## config.mk

```make
export PLATFORM = sky130hd
export DESIGN_NAME = ptc_ctrl
export DESIGN_NICKNAME = d
export VERILOG_FILES = /design/src/rtl/core/ptc_pkg.sv /design/src/rtl/core/ptc_ctrl.sv
export SDC_FILE = /design/constraint.sdc
export NUM_CORES = 1
export LEC_CHECK = 0
export BUFFER_PORTS_ARGS = -buffer_cell sky130_fd_sc_hd__buf_2
export CAP_MARGIN = 20
export CORE_AREA = 5 5 42 44
export DETAILED_ROUTE_END_ITERATION = 7
export DIE_AREA = 0 0 47 49
export GPL_ROUTABILITY_DRIVEN = 0
export SETUP_SLACK_MARGIN = 0.05
export SLEW_MARGIN = 10
export SYNTH_ARGS = -nofsm -noshare
export SYNTH_HDL_FRONTEND = slang
export SYNTH_SLANG_ARGS = --single-unit
```

## constraint.sdc

```tcl
create_clock -name clk_i -period 1.4 [get_ports clk_i]
set_clock_uncertainty 0.1 [all_clocks]
set_input_delay 0.14 -clock clk_i [delete_from_list [all_inputs] [get_ports clk_i]]
set_output_delay 0.14 -clock clk_i [all_outputs]
set_load 0.01 [all_outputs]
```

## src/rtl/core/ptc_pkg.sv

```systemverilog
package ptc_pkg;

  localparam int unsigned FEAT_COUNT     = 4;
  localparam int unsigned NUM_INPUTS_DEF = 4;

  localparam int unsigned FEAT_W   = 16;
  localparam int unsigned WEIGHT_W = 24;
  localparam int unsigned LR_W     = 16;

  localparam int unsigned PROD_W  = WEIGHT_W + FEAT_W;
  localparam int unsigned SUM_W   = PROD_W + 2;
  localparam int unsigned STEP_PW = LR_W + 1 + FEAT_W;
  localparam int unsigned RND_W   = STEP_PW + 1;
  localparam int unsigned FRAC_SH = 12;
  localparam int unsigned STEP_W  = RND_W - FRAC_SH;
  localparam int unsigned WIDE_W  = WEIGHT_W + 2;

  localparam logic [LR_W-1:0]  LR_RESET  = LR_W'(6554);
  localparam logic [SUM_W-1:0] ONE_Q28   = SUM_W'(64'd1 << 28);
  localparam logic [RND_W-1:0] RND_HALF  = RND_W'(64'd1 << (FRAC_SH - 1));

  typedef enum logic [3:0] {
    S_IDLE = 4'b0001,
    S_MUL  = 4'b0010,
    S_SUM  = 4'b0100,
    S_UPD  = 4'b1000
  } state_e;

  typedef struct packed {
    logic load_in;
    logic mul_en;
    logic sum_en;
    logic upd_en;
    logic lr_we;
  } cmd_t;

endpackage

```

## src/rtl/core/ptc_ctrl.sv

```systemverilog
module ptc_ctrl (
  input  logic          clk_i,
  input  logic          rst_ni,
  input  logic          in_valid_i,
  output logic          in_stall_o,
  output logic          out_valid_o,
  input  logic          out_stall_i,
  input  logic          cfg_valid_i,
  output logic          cfg_ready_o,
  output ptc_pkg::cmd_t cmd_o
);

  ptc_pkg::state_e state_q, state_d;
  logic            out_valid_q, out_valid_d;
  logic            out_free;

  assign out_free    = !out_valid_q || !out_stall_i;
  assign in_stall_o  = (state_q != ptc_pkg::S_IDLE);
  assign out_valid_o = out_valid_q;
  assign cfg_ready_o = 1'b1;

  always_comb begin
    state_d       = state_q;
    cmd_o         = '0;
    cmd_o.lr_we   = cfg_valid_i;
    out_valid_d   = out_valid_q && out_stall_i;
    case (state_q)
      ptc_pkg::S_IDLE: begin
        if (in_valid_i) begin
          cmd_o.load_in = 1'b1;
          state_d       = ptc_pkg::S_MUL;
        end
      end
      ptc_pkg::S_MUL: begin
        cmd_o.mul_en = 1'b1;
        state_d      = ptc_pkg::S_SUM;
      end
      ptc_pkg::S_SUM: begin
        cmd_o.sum_en = 1'b1;
        state_d      = ptc_pkg::S_UPD;
      end
      ptc_pkg::S_UPD: begin
        // hold until the output register can take the beat
        if (out_free) begin
          cmd_o.upd_en = 1'b1;
          out_valid_d  = 1'b1;
          state_d      = ptc_pkg::S_IDLE;
        end
      end
      default: begin
        state_d = ptc_pkg::S_IDLE;
      end
    endcase
  end

  always_ff @(posedge clk_i or negedge rst_ni) begin
    if (!rst_ni) begin
      state_q     <= ptc_pkg::S_IDLE;
      out_valid_q <= 1'b0;
    end else begin
      state_q     <= state_d;
      out_valid_q <= out_valid_d;
    end
  end

endmodule

```

==> impl_metrics.xml <==
<?xml version="1.0" encoding="UTF-8"?>
<metrics>
  <group name="sta">
    <metric name="final_hold_viol_count" unit="">0</metric>
    <metric name="setup-violations-final" unit="">5</metric>
    <metric name="fin_ws" unit="ns">-0.302</metric>
    <metric name="rsz0062_at_grt" unit="">true</metric>
    <metric name="period_needed" unit="ns">1.70</metric>
    <metric name="min_period_over_period" unit="%">122</metric>
    <metric name="final_max_slew_viol_count" unit="">0</metric>
    <metric name="hold_ws" unit="ns">0.0667</metric>
    <metric name="achievable-frequency" unit="MHz">587</metric>
  </group>
  <group name="setup_path">
    <metric name="cp.arrival" unit="ns">1.46</metric>
    <metric name="regToRegEndpoint" unit="">state_q[0]</metric>
    <metric name="crit_path_max_fanout" unit="">3</metric>
    <metric name="rr_startpoint" unit="">state_q[0]</metric>
    <metric name="cp_data_required_time" unit="ns">1.16</metric>
    <metric name="critPathLaunchType" unit="">register</metric>
    <metric name="critical_path.startpoint" unit="">state_q[0]</metric>
    <metric name="critical_path_class" unit="">reg2out</metric>
    <metric name="critPathCaptureType" unit="">output port</metric>
    <metric name="worst_r2r_path_depth" unit="">4</metric>
    <metric name="reg2reg_setup_slack" unit="ns">0.08</metric>
  </group>
  <group name="clock_tree">
    <metric name="insertion_delay" unit="ns">0.24</metric>
    <metric name="ctsHtreeMaxLevel" unit="">1</metric>
    <metric name="tritoncts.num_buffers" unit="">3</metric>
    <metric name="worst_setup_hold_path_clk_slew" unit="ns">0.05</metric>
    <metric name="max-clock-path-buffers" unit="">2</metric>
    <metric name="cts_tree" unit="">done</metric>
    <metric name="clk_root_buffer_cell" unit="">sky130_fd_sc_hd__clkbuf_4</metric>
    <metric name="clock_sinks" unit="">5</metric>
  </group>
  <group name="layout">
    <metric name="final.fill_count" unit="">153</metric>
    <metric name="diodes_inserted" unit="">0</metric>
    <metric name="area.growth.synth_to_final" unit="%">67.0</metric>
    <metric name="drive_above_1_share" unit="%">62.5</metric>
    <metric name="nNetsFinal" unit="">54</metric>
  </group>
  <group name="placed_design">
    <metric name="dpl.hpwl" unit="um">556</metric>
    <metric name="port_buffers" unit="">9</metric>
    <metric name="placement.setup.worst_slack" unit="ns">-0.0638</metric>
  </group>
  <group name="detailed_routing">
    <metric name="top_layer_used" unit="">met4</metric>
    <metric name="detail_route.drc_violations" unit="">0</metric>
    <metric name="drt-vias-per-instance" unit="">4.34</metric>
    <metric name="drt-wirelength-per-cell" unit="um">11.6</metric>
    <metric name="antenna_violating_nets_post_route" unit="">0</metric>
    <metric name="dr.pass1.iters" unit="">2</metric>
    <metric name="routed_met2_length" unit="um">360</metric>
    <metric name="route.met3.wl" unit="um">39</metric>
    <metric name="detail_route.iter0.violations" unit="">1</metric>
    <metric name="route.final.wire_length" unit="um">744</metric>
    <metric name="wl_met1" unit="um">329</metric>
    <metric name="via_count" unit="">278</metric>
  </group>
  <group name="logic_synthesis">
    <metric name="postSynthAreaPerCell" unit="um^2">9.79</metric>
    <metric name="yosysTopAreaCell" unit="">sky130_fd_sc_hd__dfrtp_1</metric>
    <metric name="netlist_instances" unit="">29</metric>
    <metric name="synth_top_area_share" unit="%">35.2</metric>
    <metric name="post_synth_main_area_contributors" unit="">sky130_fd_sc_hd__dfrtp_1 (35%), sky130_fd_sc_hd__dfstp_2 (9.3%), sky130_fd_sc_hd__buf_4 (7.9%), sky130_fd_sc_hd__nor3b_1 (5.3%), sky130_fd_sc_hd__or4b_4 (4.8%)</metric>
    <metric name="synth_seq_area_share" unit="%">44.5</metric>
    <metric name="synth.distinct_cells" unit="">20</metric>
    <metric name="synth_seq_cells" unit="">5</metric>
    <metric name="synth-warning-count" unit="">0</metric>
    <metric name="summed_instance_area_of_the_synthesized_netlist" unit="um^2">284</metric>
    <metric name="mappedNetlistNets" unit="">34</metric>
  </group>
  <group name="floorplanning">
    <metric name="die-width" unit="um">47</metric>
    <metric name="core.rowCount" unit="">14</metric>
    <metric name="ioPinCount" unit="">13</metric>
    <metric name="dieHeight" unit="um">49</metric>
    <metric name="floorplan.initialDensity" unit="%">20.3</metric>
    <metric name="fp.coreArea" unit="um^2">1400</metric>
    <metric name="floorplan.die_area" unit="um^2">2300</metric>
  </group>
  <group name="power">
    <metric name="power_frac_comb" unit="%">51.1</metric>
    <metric name="p_leak" unit="nW">0.234</metric>
    <metric name="switching_share" unit="%">33.9</metric>
    <metric name="power_frac_clock" unit="%">21.1</metric>
    <metric name="cell_internal_pwr" unit="mW">0.538</metric>
    <metric name="seq_power_share" unit="%">27.8</metric>
    <metric name="power.ir.vdd_worst" unit="uV">634</metric>
    <metric name="power_dissipated_by_switching_net_loads" unit="mW">0.276</metric>
    <metric name="power-per-cell-area" unit="nW/um^2">1720</metric>
  </group>
  <group name="global_route">
    <metric name="grt.total_usage" unit="%">7.77</metric>
    <metric name="overflow" unit="">0</metric>
    <metric name="first_global_vias" unit="">314</metric>
    <metric name="grt_antenna_before_repair" unit="">0</metric>
    <metric name="grt_max_degree" unit="">7</metric>
    <metric name="grt_pass1_wl" unit="mm">1.26</metric>
  </group>
  <group name="run_status">
    <metric name="status" unit="">finished with violations</metric>
    <metric name="violations" unit="">setup timing</metric>
  </group>
  <group name="hold_path">
    <metric name="hold-path-cell-count" unit="">3</metric>
    <metric name="hold_start" unit="">out_stall_i</metric>
    <metric name="hold-path-endpoint" unit="">out_valid_o</metric>
    <metric name="hp-class" unit="">in2reg</metric>
  </group>
  <group name="job">
    <metric name="maxCapViolations" unit="">0</metric>
  </group>
</metrics>
## metrics by stage
step / cells / util [%] / instance area [um^2] / power, mW / TNS, ns
detailed placement: 55 / 26.0 / 364 / 0.538 / -0.0997
global placement: 55 / 26.0 / 364 / 0.527 / -0.0364
global route: 64 / 33.8 / 474 / 0.866 / -1.21
CTS: 62 / 32.3 / 453 / 0.790 / -1.05
floorplan: 29 / - / 292 / 0.414 / -0.0141
finish: 64 / 33.8 / 474 / 0.814 / -0.986
## routing by layer
| metal | track usage [%] | up-vias |
|---|---|---|
| li1 | - | 134 |
| met1 | 9.56 | 133 |
| met2 | 11.1 | 9 |
| met3 | 0 | 2 |
| met4 | 8.29 | 0 |
| met5 | 0 | - |
## power groups by stage
stage / clock network, mW / registers (mW) / logic [mW]
after global routing: 0.188 / 0.233 / 0.445
after detailed placement: 0 / 0.229 / 0.309
after CTS: 0.180 / 0.227 / 0.382
after floorplan: 0 / 0.235 / 0.179
after global placement: 0 / 0.226 / 0.302
final: 0.172 / 0.227 / 0.416
## sequential cells by signal, summed over array words and instances (netlist names)
signal	flops
state_q	4
out_valid_o	1
## worst max path at each step
stage | to | slack, ns | cells after the start
after floorplan | cmd_o[4] | -0.01 | 2
after global placement | cmd_o[4] | -0.02 | 3
after detailed placement | cmd_o[4] | -0.06 | 3
after CTS | cmd_o[4] | -0.32 | 3
after global routing | cmd_o[4] | -0.34 | 3
final | cmd_o[4] | -0.30 | 3
## cells in the mapped netlist
cell type / n
sky130_fd_sc_hd__o21ai_0: 1
sky130_fd_sc_hd__a21oi_1: 1
sky130_fd_sc_hd__or3_4: 1
sky130_fd_sc_hd__buf_4: 3
sky130_fd_sc_hd__o22a_1: 1
sky130_fd_sc_hd__or4b_4: 1
sky130_fd_sc_hd__dfstp_2: 1
sky130_fd_sc_hd__nand2_1: 2
sky130_fd_sc_hd__nand2b_1: 1
sky130_fd_sc_hd__or2b_1: 1
sky130_fd_sc_hd__o31ai_1: 1
sky130_fd_sc_hd__inv_1: 1
sky130_fd_sc_hd__o21a_1: 1
sky130_fd_sc_hd__nor2b_1: 1
sky130_fd_sc_hd__nor3b_1: 2
sky130_fd_sc_hd__dfrtp_1: 4
sky130_fd_sc_hd__nor3_1: 2
sky130_fd_sc_hd__nor2_1: 2
sky130_fd_sc_hd__and3b_1: 1
sky130_fd_sc_hd__conb_1: 1
## layout by cell type (no fill, tap or decap), types with 2 or more instances in the layout
master	count
sky130_fd_sc_hd__nand2_1	2
sky130_fd_sc_hd__buf_2	8
sky130_fd_sc_hd__clkbuf_4	3
sky130_fd_sc_hd__dfrtp_1	3
sky130_fd_sc_hd__buf_6	3
sky130_fd_sc_hd__buf_4	6
## timing repair
| item | CTS | global route |
|---|---|---|
| pin swaps | 0 | 0 |
| hold buffers | 1 | 0 |
| hold endpoints to repair | 5 | 0 |
| setup endpoints to repair | 5 | 5 |
| resized for setup | 8 | 3 |
| buffers inserted | 2 | 3 |
## cell type report
| type | count | area, um^2 | area share, % |
|---|---|---|---|
| multi-input cells | 20 | 168 | 35.4 |
| repair buffers | 18 | 129 | 27.2 |
| flip-flops and latches | 5 | 128 | 26.9 |
| clock buffers | 4 | 26.3 | 5.54 |
| well taps | 16 | 20.0 | 4.22 |
| inverters | 1 | 3.75 | 0.792 |
## logic make-up (layout without fill, tap and decap cells)
| group | Yosys count | count (layout) | synth area share, % |
|---|---|---|---|
| compound gates | 5 | 5 | 11.9 |
| buf+inv | 4 | 23 | 9.25 |
| flops | 5 | 5 | 44.5 |
| simple gates | 14 | 14 | 33.0 |
| other cells | 1 | 1 | 1.32 |
## worst max-delay path: stages, from the launching register on
cell	delay, ns
sky130_fd_sc_hd__dfstp_2	0.53
sky130_fd_sc_hd__or4b_4	0.49
sky130_fd_sc_hd__nor2_4	0.10
sky130_fd_sc_hd__buf_6	0.10
Power figures use the tool's default switching activity.
